`src/hdl/mwgcd_pkg.sv`:
```
package mwgcd_pkg;

    // stream payload widths, fixed by the field layout
    localparam int FIELD_W    = 64;
    localparam int IN_DATA_W  = 2 * FIELD_W;
    localparam int OUT_DATA_W = FIELD_W;

    // trailing zero count of a digit, 63 when the digit is zero
    function automatic logic [5:0] tz64(input logic [63:0] x);
        logic [5:0] n;
        n = 6'd63;
        for (int i = 63; i >= 0; i--) begin
            if (x[i]) begin
                n = 6'(i);
            end
        end
        return n;
    endfunction

endpackage

```
`src/hdl/multiword_binary_gcd.sv`:
```
// Multiword binary gcd.
// Slave stream: one request per digit pair, tdata = {v_digit, u_digit}, u_digit in
// bits 63:0 and v_digit in bits 127:64, least significant digit pair first; tlast
// marks the final pair and starts the computation. Pairs past DIGITS are dropped,
// pairs never sent count as zero.
// Master stream: DIGITS requests per gcd, gcd digit in tdata (least significant
// first), tlast on the most significant digit, tuser bit 0 = coprime flag.
// The computation runs one shared digit unit (subtract, compare, funnel shift)
// over the operands held in rotating digit registers, so every pass visits the
// DIGITS digits in turn, and each shift pass is preceded by a decision state. One
// subtract step is a compare pass, a subtract pass and one or more shift passes;
// the number of steps depends on the operands and is at most about 2 * DIGITS *
// DIGIT_BITS. Each right or left shift pass moves up to DIGIT_BITS - 1 bits.
// The slave side is ready only while loading. Results leave through an output
// register; a stall on the master side holds the digit unit until the request is
// taken, and loading of the next operands starts after the last gcd digit has
// been handed to the output register.
// Reset (synchronous, active low) clears both operand stores, state and counters.
module multiword_binary_gcd #(
    parameter int DIGITS     = 4,
    parameter int DIGIT_BITS = 64
) (
    input  logic                                i_clk,
    input  logic                                i_rst_n,
    input  logic                                i_s_axis_tvalid,
    output logic                                o_s_axis_tready,
    // u_digit [63:0], v_digit [127:64]
    input  logic [mwgcd_pkg::IN_DATA_W-1:0]     i_s_axis_tdata,
    // final_digit
    input  logic                                i_s_axis_tlast,
    output logic                                o_m_axis_tvalid,
    input  logic                                i_m_axis_tready,
    // gcd_digit [63:0]
    output logic [mwgcd_pkg::OUT_DATA_W-1:0]    o_m_axis_tdata,
    // result_last
    output logic                                o_m_axis_tlast,
    // coprime [0]
    output logic                                o_m_axis_tuser
);
    import mwgcd_pkg::*;

    localparam int DB  = DIGIT_BITS;
    localparam int CW  = (DIGITS > 1) ? $clog2(DIGITS) : 1;
    localparam int LW  = $clog2(DIGITS + 1);
    localparam int TW  = $clog2(DIGITS * DIGIT_BITS);
    localparam int SW  = $clog2(DIGIT_BITS);
    localparam int NXT = (DIGITS > 1) ? 1 : 0;

    typedef enum logic [3:0] {
        S_LOAD,
        S_ZSCAN,
        S_TWOS,
        S_ODD,
        S_SHR,
        S_CMP,
        S_SUB,
        S_SHL_CHK,
        S_SHL,
        S_ONE,
        S_EMIT
    } t_state;

    t_state          r_state;
    logic [DB-1:0]   r_u [DIGITS];
    logic [DB-1:0]   r_v [DIGITS];
    logic [LW-1:0]   r_lpos;
    logic [CW-1:0]   r_cnt;
    logic [CW-1:0]   r_epos;
    logic [TW-1:0]   r_twos;
    logic [SW-1:0]   r_amt_u;
    logic [SW-1:0]   r_amt_v;
    logic            r_in_twos;
    logic            r_u_big;
    logic            r_gsel;
    logic            r_cop;
    logic            r_bor;
    logic [DB-1:0]   r_cu;
    logic            r_uz, r_vz, r_uone, r_eq, r_gt;
    logic            r_ovalid;
    logic [DB-1:0]   r_odata;
    logic            r_olast;
    logic            r_ouser;

    logic [DB-1:0]   du, dv, du_n, dv_n;
    logic            sweep_st, sweep_last;
    logic [DB-1:0]   n_ud, n_vd;
    logic            n_bor;
    logic            n_uz, n_vz, n_uone, n_eq, n_gt;
    logic [2*DB-1:0] shr_u, shr_v, shl_u;
    logic [DB:0]     diff;
    logic [5:0]      tz_uv, tz_u, tz_v;
    logic [SW-1:0]   amt_uv, amt_u, amt_v, amt_shl;
    logic            out_free;

    assign du         = r_u[0];
    assign dv         = r_v[0];
    assign sweep_last = (r_cnt == CW'(DIGITS - 1));
    assign du_n       = sweep_last ? '0 : r_u[NXT];
    assign dv_n       = sweep_last ? '0 : r_v[NXT];
    assign sweep_st   = r_state inside {S_ZSCAN, S_SHR, S_CMP, S_SUB, S_SHL, S_ONE};

    // funnel shifts over the current digit and its neighbor
    assign shr_u = {du_n, du} >> r_amt_u;
    assign shr_v = {dv_n, dv} >> r_amt_v;
    assign shl_u = {du, r_cu} << r_amt_u;
    assign diff  = r_u_big ? ({1'b0, du} - {1'b0, dv} - {{DB{1'b0}}, r_bor})
                           : ({1'b0, dv} - {1'b0, du} - {{DB{1'b0}}, r_bor});

    // shift amounts, capped at one digit less one bit
    assign tz_uv   = tz64(64'(du | dv));
    assign tz_u    = tz64(64'(du));
    assign tz_v    = tz64(64'(dv));
    assign amt_uv  = (tz_uv > 6'(DB - 1)) ? SW'(DB - 1) : tz_uv[SW-1:0];
    assign amt_u   = (tz_u > 6'(DB - 1)) ? SW'(DB - 1) : tz_u[SW-1:0];
    assign amt_v   = (tz_v > 6'(DB - 1)) ? SW'(DB - 1) : tz_v[SW-1:0];
    assign amt_shl = (r_twos > TW'(DB - 1)) ? SW'(DB - 1) : r_twos[SW-1:0];

    always_comb begin
        n_ud  = du;
        n_vd  = dv;
        n_bor = 1'b0;
        case (r_state)
            S_SHR: begin
                n_ud = shr_u[DB-1:0];
                n_vd = shr_v[DB-1:0];
            end
            S_SHL: begin
                n_ud = shl_u[2*DB-1:DB];
            end
            S_SUB: begin
                n_bor = diff[DB];
                if (r_u_big) begin
                    n_ud = diff[DB-1:0];
                end else begin
                    n_vd = diff[DB-1:0];
                end
            end
            default: begin
                n_ud = du;
                n_vd = dv;
            end
        endcase
        n_uz   = r_uz & (du == '0);
        n_vz   = r_vz & (dv == '0);
        n_uone = r_uone & (du == ((r_cnt == '0) ? DB'(1) : DB'(0)));
        n_eq   = r_eq & (du == dv);
        n_gt   = (du != dv) ? (du > dv) : r_gt;
    end

    assign out_free = !r_ovalid || i_m_axis_tready;

    always_ff @(posedge i_clk) begin
        if (!i_rst_n) begin
            r_state  <= S_LOAD;
            r_lpos   <= '0;
            r_cnt    <= '0;
            r_epos   <= '0;
            r_twos   <= '0;
            r_ovalid <= 1'b0;
            r_bor    <= 1'b0;
            r_cu     <= '0;
            r_uz     <= 1'b1;
            r_vz     <= 1'b1;
            r_uone   <= 1'b1;
            r_eq     <= 1'b1;
            r_gt     <= 1'b0;
            for (int i = 0; i < DIGITS; i++) begin
                r_u[i] <= '0;
                r_v[i] <= '0;
            end
        end else begin
            if (r_ovalid && i_m_axis_tready) begin
                r_ovalid <= 1'b0;
            end

            // digit unit bookkeeping over one pass
            if (sweep_st) begin
                for (int i = 0; i < DIGITS - 1; i++) begin
                    r_u[i] <= r_u[i + 1];
                    r_v[i] <= r_v[i + 1];
                end
                r_u[DIGITS - 1] <= n_ud;
                r_v[DIGITS - 1] <= n_vd;
            end
            if (sweep_st && !sweep_last) begin
                r_cnt  <= r_cnt + CW'(1);
                r_bor  <= n_bor;
                r_cu   <= du;
                r_uz   <= n_uz;
                r_vz   <= n_vz;
                r_uone <= n_uone;
                r_eq   <= n_eq;
                r_gt   <= n_gt;
            end else begin
                r_cnt  <= '0;
                r_bor  <= 1'b0;
                r_cu   <= '0;
                r_uz   <= 1'b1;
                r_vz   <= 1'b1;
                r_uone <= 1'b1;
                r_eq   <= 1'b1;
                r_gt   <= 1'b0;
            end

            case (r_state)
                S_LOAD: begin
                    if (i_s_axis_tvalid) begin
                        if (r_lpos < LW'(DIGITS)) begin
                            r_u[r_lpos[CW-1:0]] <= i_s_axis_tdata[DB-1:0];
                            r_v[r_lpos[CW-1:0]] <= i_s_axis_tdata[FIELD_W+DB-1:FIELD_W];
                            r_lpos <= r_lpos + LW'(1);
                        end
                        if (i_s_axis_tlast) begin
                            r_state <= S_ZSCAN;
                        end
                    end
                end
                S_ZSCAN: begin
                    if (sweep_last) begin
                        r_epos <= '0;
                        r_twos <= '0;
                        if (n_uz) begin
                            r_gsel  <= 1'b1;
                            r_cop   <= n_vz;
                            r_state <= S_EMIT;
                        end else if (n_vz) begin
                            r_gsel  <= 1'b0;
                            r_cop   <= 1'b0;
                            r_state <= S_EMIT;
                        end else begin
                            r_state <= S_TWOS;
                        end
                    end
                end
                S_TWOS: begin
                    if (amt_uv == '0) begin
                        r_state <= S_ODD;
                    end else begin
                        r_amt_u   <= amt_uv;
                        r_amt_v   <= amt_uv;
                        r_twos    <= r_twos + TW'(amt_uv);
                        r_in_twos <= 1'b1;
                        r_state   <= S_SHR;
                    end
                end
                S_ODD: begin
                    if (amt_u == '0 && amt_v == '0) begin
                        r_state <= S_CMP;
                    end else begin
                        r_amt_u   <= amt_u;
                        r_amt_v   <= amt_v;
                        r_in_twos <= 1'b0;
                        r_state   <= S_SHR;
                    end
                end
                S_SHR: begin
                    if (sweep_last) begin
                        r_state <= r_in_twos ? S_TWOS : S_ODD;
                    end
                end
                S_CMP: begin
                    if (sweep_last) begin
                        if (n_eq) begin
                            r_gsel  <= 1'b0;
                            r_state <= S_SHL_CHK;
                        end else begin
                            r_u_big <= n_gt;
                            r_state <= S_SUB;
                        end
                    end
                end
                S_SUB: begin
                    if (sweep_last) begin
                        r_state <= S_ODD;
                    end
                end
                S_SHL_CHK: begin
                    // put the shared power of two back
                    if (r_twos == '0) begin
                        r_state <= S_ONE;
                    end else begin
                        r_amt_u <= amt_shl;
                        r_twos  <= r_twos - TW'(amt_shl);
                        r_state <= S_SHL;
                    end
                end
                S_SHL: begin
                    if (sweep_last) begin
                        r_state <= S_SHL_CHK;
                    end
                end
                S_ONE: begin
                    if (sweep_last) begin
                        r_cop   <= n_uone;
                        r_epos  <= '0;
                        r_state <= S_EMIT;
                    end
                end
                S_EMIT: begin
                    if (out_free) begin
                        r_ovalid <= 1'b1;
                        r_odata  <= r_gsel ? dv : du;
                        r_olast  <= (r_epos == CW'(DIGITS - 1));
                        r_ouser  <= r_cop;
                        r_epos   <= r_epos + CW'(1);
                        for (int i = 0; i < DIGITS - 1; i++) begin
                            r_u[i] <= r_u[i + 1];
                            r_v[i] <= r_v[i + 1];
                        end
                        r_u[DIGITS - 1] <= du;
                        r_v[DIGITS - 1] <= dv;
                        if (r_epos == CW'(DIGITS - 1)) begin
                            // operand stores start empty for the next gcd
                            for (int i = 0; i < DIGITS; i++) begin
                                r_u[i] <= '0;
                                r_v[i] <= '0;
                            end
                            r_lpos  <= '0;
                            r_twos  <= '0;
                            r_epos  <= '0;
                            r_state <= S_LOAD;
                        end
                    end
                end
                default: begin
                    r_state <= S_LOAD;
                end
            endcase
        end
    end

    assign o_s_axis_tready = (r_state == S_LOAD);
    assign o_m_axis_tvalid = r_ovalid;
    assign o_m_axis_tdata  = OUT_DATA_W'(r_odata);
    assign o_m_axis_tlast  = r_olast;
    assign o_m_axis_tuser  = r_ouser;

    a_lpos_range: assert property (@(posedge i_clk) disable iff (!i_rst_n)
        r_lpos <= LW'(DIGITS))
        else $error("load position past operand length");

    a_sub_no_borrow: assert property (@(posedge i_clk) disable iff (!i_rst_n)
        (r_state == S_SUB && sweep_last) |-> !diff[DB])
        else $error("subtract pass ended with a borrow");

    a_cmp_odd: assert property (@(posedge i_clk) disable iff (!i_rst_n)
        (r_state == S_CMP && r_cnt == '0) |-> (du[0] && dv[0]))
        else $error("compare pass started on an even operand");

    a_emit_hold: assert property (@(posedge i_clk) disable iff (!i_rst_n)
        (r_state == S_EMIT && r_ovalid && !i_m_axis_tready) |=> $stable(r_epos))
        else $error("gcd digit advanced while output stalled");

endmodule

```
`config.mk`:
```
export PLATFORM = sky130hd
export DESIGN_NAME = multiword_binary_gcd
export DESIGN_NICKNAME = d
export VERILOG_FILES = /design/src/hdl/mwgcd_pkg.sv /design/src/hdl/multiword_binary_gcd.sv
export SDC_FILE = /design/constraint.sdc
export NUM_CORES = 2
export LEC_CHECK = 0
export BUFFER_PORTS_ARGS = -buffer_cell sky130_fd_sc_hd__buf_2
export CAP_MARGIN = 25
export CORE_UTILIZATION = 32
export DETAILED_ROUTE_END_ITERATION = 10
export GPL_TIMING_DRIVEN = 0
export PLACE_DENSITY_LB_ADDON = 0.2
export SLEW_MARGIN = 20
export SYNTH_ARGS = -nofsm -noshare
export SYNTH_HDL_FRONTEND = slang
export SYNTH_SLANG_ARGS = --single-unit
export TNS_END_PERCENT = 50
```
`constraint.sdc`:
```
create_clock -name i_clk -period 13.4 [get_ports i_clk]
set_clock_uncertainty 0.2 [all_clocks]
set_input_delay 1.34 -clock i_clk [delete_from_list [all_inputs] [get_ports i_clk]]
set_output_delay 1.34 -clock i_clk [all_outputs]
set_load 0.02 [all_outputs]
```
==> results.md, run 1 <==
- Status: stopped before the end
- Register area share after synthesis: 0.242
- Synth top area cells: dfxtp_1, mux4_2, edfxtp_1
- Post-DP HPWL: 514 mm
- Post-CTS Setup Repair Bufs: 0
- Run Error: [ERROR GRT-0116] Global routing finished with congestion. Check the congestion regions in the DRC Viewer.
- # resized after CTS: 0
- Yosys warnings: 0
- Clk root buf: clkbuf_16
- Synthesized instance count: 7984
- All-Layer GR Usage: 0.699
- # H-tree levels: 3
- GP Congestion: 1.26
- Global-route wire length before repair: 982 mm
- Failed at: global routing
- Seq cells post-synth: 683
- Syn nets: 8500
- Starting Density: 0.322
- Vias in the first global route: 90827
- IO Count: 201
- IO Port Bufs: 199
- Total congestion overflow: 529
- Top cell type's share of synthesized area: 0.145
- Synth Area per Inst: 8.18 um^2
- Number of synthesized flops with an enable pin: 210
- Top FF cell, synth: dfxtp_1
- Clock buffer depth: 3
- CTS sink count: 683
- Largest net degree at the start of global routing: 46
- Number of library cell types mapped by synthesis: 91
- Die width: 454 um
- FP Rows: 165
- Largest area contributor in the netlist: dfxtp_1
- Synthesized area: 0.0653 mm^2
- Hold buffers post-CTS: 0
- Die Y: 454 um
- Pre-CTS setup slack: 4.89 ns
- CTS Buf Count: 82
- Post-synth ARST share: 0
[Yosys cell counts (all sizes together), types with 210 or more instances]
cell type and instances:
nor2 678, mux2i 362, clkbuf 643, a32oi 387
edfxtp 210, a21oi 872, ha 363, o21ai 469
dfxtp 473, mux4 368, nand2 1076, inv 329
[metrics by stage]
step	utilization	cells	instance area [um^2]
after floorplan	-	7984	65300
after global placement	0.344	10855	69600
after detailed placement	0.355	10985	71900
after CTS	0.370	11139	74900
[routing by layer]
layer  GRT overflow  track usage
met1              1        0.713
met2            270        0.876
met3              5        0.518
met4            252        0.683
met5              1        0.199
[cell families after synthesis]
family / after synthesis / share of synthesized area
AO/OA/AOI/OAI: 2534 / 0.256
XOR/XNOR: 108 / 0.0145
adder cells (fa/ha/maj): 383 / 0.0757
buffers and inverters: 1133 / 0.0667
flip-flops: 683 / 0.242
multiplexers: 783 / 0.192
AND/OR/NAND/NOR: 2360 / 0.154
==> run 2, diff against run 1 <==
--- a/config.mk
+++ b/config.mk
@@ -7,10 +7,10 @@
 export LEC_CHECK = 0
 export BUFFER_PORTS_ARGS = -buffer_cell sky130_fd_sc_hd__buf_2
 export CAP_MARGIN = 25
-export CORE_UTILIZATION = 32
+export CORE_UTILIZATION = 20
 export DETAILED_ROUTE_END_ITERATION = 10
 export GPL_TIMING_DRIVEN = 0
-export PLACE_DENSITY_LB_ADDON = 0.2
+export PLACE_DENSITY_LB_ADDON = 0.15
 export SLEW_MARGIN = 20
 export SYNTH_ARGS = -nofsm -noshare
 export SYNTH_HDL_FRONTEND = slang
==> run 2 against run 1 <==
Against the previous run:
- the flow now finishes, with violations (DRC)
- synthesized cell count unchanged
- area after synthesis unchanged
==> results.md, run 2 <==
- Min cycle time layout: 8.93 ns
- Setup tns final: 0 ns
- Synthesized area: 0.0653 mm^2
- Area after DPL: 0.0766 mm^2
- Largest net degree at the start of global routing: 40
- Top FF cell, synth: dfxtp_1
- WL/cell: 60.4 um
- Post-synthesis xor/xnor area fraction: 0.0145
- Initial DRC count: 12601
- Routed via count: 83194
- GP Congestion: 1.10
- Worst Setup Start Kind: register
- Overall routed net length: 787 mm
- Residual DRC count: 20
- Failing checks: DRC
- Pre-Repair DR Iteration Count: 10
- Yosys warnings: 0
- CTS tree: yes
- Post-layout nets: 9032
- Final Instance Count excl. Fillers: 13025
- Pleak: 29.2 nW
- Total congestion overflow: 0
- Synth Area per Inst: 8.18 um^2
- Max Cap Violations: 0
- Fin Hold WS: 0.244 ns
- Largest family of logic cells by synthesized area: compound AO/OA/AOI/OAI gates
- Adder and majority cell fraction of the synthesized area: 0.0757
- Crit-path max FO: 11
- FP Rows: 209
- Post-synth ARST share: 0
- Synth Area in Compound Gates: 0.256
- All-Layer GR Usage: 0.462
- Top cell type's share of synthesized area: 0.145
- Simple-Gate Fraction of Synth Area: 0.154
- CTS sink count: 683
- Overall Power: 25.1 mW
- RSZ-0062 raised after global routing: false
- Die width: 573 um
- Global-route wire length before repair: 961 mm
- Worst skew pair latency: 0.92 ns
- Most common cell in the netlist: nand2_1
- Worst slew pin tran: 1.31 ns
- Crit path kind: register to register
- Slew margin rel.: 0.130
- Starting Density: 0.201
- Seq cells post-synth: 683
- Syn nets: 8500
- Status: complete, but fails checks
- Commonest cells in the netlist: nand2_1, a21oi_1, nor2_1
- Final Setup Violations: 0
- Cell area after layout: 0.0802 mm^2
- Commonest non-fill, non-tap cells in the layout: nand2_1, a21oi_1, nor2_1
- # resized after CTS: 0
- PD cells: 313 mW/mm^2
- VDD IR max: 0.123 mV
- Synthesized instance count: 7984
- Hold buffers post-CTS: 0
- CP Capture Type: register
- Max Freq: 0.112 GHz
- Worst setup margin: 4.47 ns
- ANT nets after route: 0
- Tcrit/Tclk final: 0.666
- Post-CTS Setup Repair Bufs: 0
- Fin. Hold Viols: 0
- Synth top area cells: dfxtp_1, mux4_2, edfxtp_1
- Placed cell count: 12732
- Largest area contributor in the netlist: dfxtp_1
- Hold/Removal Path Class: register to register
- # H-tree levels: 3
- Pre-CTS setup slack: 4.78 ns
- Critical path arrival: 9.43 ns
- IO Port Bufs: 199
- Area Growth Syn to Fin: 22.8%
- Area of the core: 0.325 mm^2
- Layout fillers: 35724
- Mux contribution to synthesized area: 0.192
- Clk root buf: clkbuf_16
- Clock buffer depth: 4
- Crit path required time: 13.90 ns
- Die Y: 573 um
- Register area share after synthesis: 0.242
- Number of library cell types mapped by synthesis: 91
- Core Util, Final: 0.247
- Die area: 0.329 mm^2
- Post-DP HPWL: 647 mm
- Share of layout cells above drive strength 1: 0.176
- CTS Buf Count: 95
- IO Count: 201
- Initial antenna violation count: 154
- Vias in the first global route: 76518
- Via density: 6.39
- Most common cell after layout, fill and taps aside: nand2_1
- Clock transition at path regs: 0.07 ns
- Number of synthesized flops with an enable pin: 210
- Slew Limit Fails: 0
run 2: cell counts after synthesis:
No cell type changed its count.
run 2: power breakdown:
part,switching [mW],total (mW),internal [mW]
clock network,1.15,2.67,1.52
logic,13.6,18.8,5.14
registers,1.01,3.64,2.63
total,15.8,25.1,9.29
run 2: kinds of logic after synthesis:
group           after synthesis
simple gates               2360
mux                         783
compound gates             2534
flops                       683
buf+inv                    1133
xor+xnor                    108
fa+ha+maj                   383
run 2: routing by layer:
metal / wire length [um] / GRT usage / vias up
li1: - / - / 31275
met1: 284000 / 0.510 / 42924
met2: 341000 / 0.705 / 6750
met3: 62100 / 0.110 / 2229
met4: 100000 / 0.494 / 16
met5: 124 / 0.000581 / -
run 2: path summary, 6_finish.rpt:
path	slack (ns)	end	from	cells after the start
worst min register to register	0.24	r_u[2][48]$_SDFFE_PP0P_	r_u[3][48]$_DFFE_PP_	2
worst max register to register	4.47	r_twos[7]$_SDFFE_PN0P_	r_u[0][59]$_SDFFE_PP0P_	25
worst min-delay path	0.24	r_u[2][48]$_SDFFE_PP0P_	r_u[3][48]$_DFFE_PP_	2
worst max-delay path	4.47	r_twos[7]$_SDFFE_PN0P_	r_u[0][59]$_SDFFE_PP0P_	25
run 2: layout make-up:
class	instances	area, um^2	share of cell area
inverters	334	1250	0.0156
repair buffers	435	5220	0.0651
clock buffers	135	2730	0.0341
flip-flops and latches	683	15800	0.197
clock inverters	36	383	0.00477
plain buffers	799	3530	0.0440
diodes	110	275	0.00343
multi-input cells	6168	45600	0.569
well taps	4325	5410	0.0675
run 2: critical path, stage by stage (launching register included):
cell	delay, ns
dfxtp_1	1.01
clkbuf_2	0.68
inv_1	0.36
ha_1	0.34
a31oi_1	0.22
o211ai_1	0.15
a31oi_1	0.27
o211ai_1	0.15
a311oi_1	0.63
o21ai_0	0.49
a32oi_1	0.50
nand3_1	0.81
ha_1	0.62
xor2_1	0.19
a21boi_0	0.31
ha_1	0.32
o21ai_0	0.13
a21boi_0	0.16
o21ai_0	0.24
a21boi_0	0.16
o21a_1	0.19
nor2_1	0.10
xnor2_1	0.18
o21bai_1	0.10
a22oi_1	0.18
nor2_1	0.06
(Power assumes the default switching activity.)
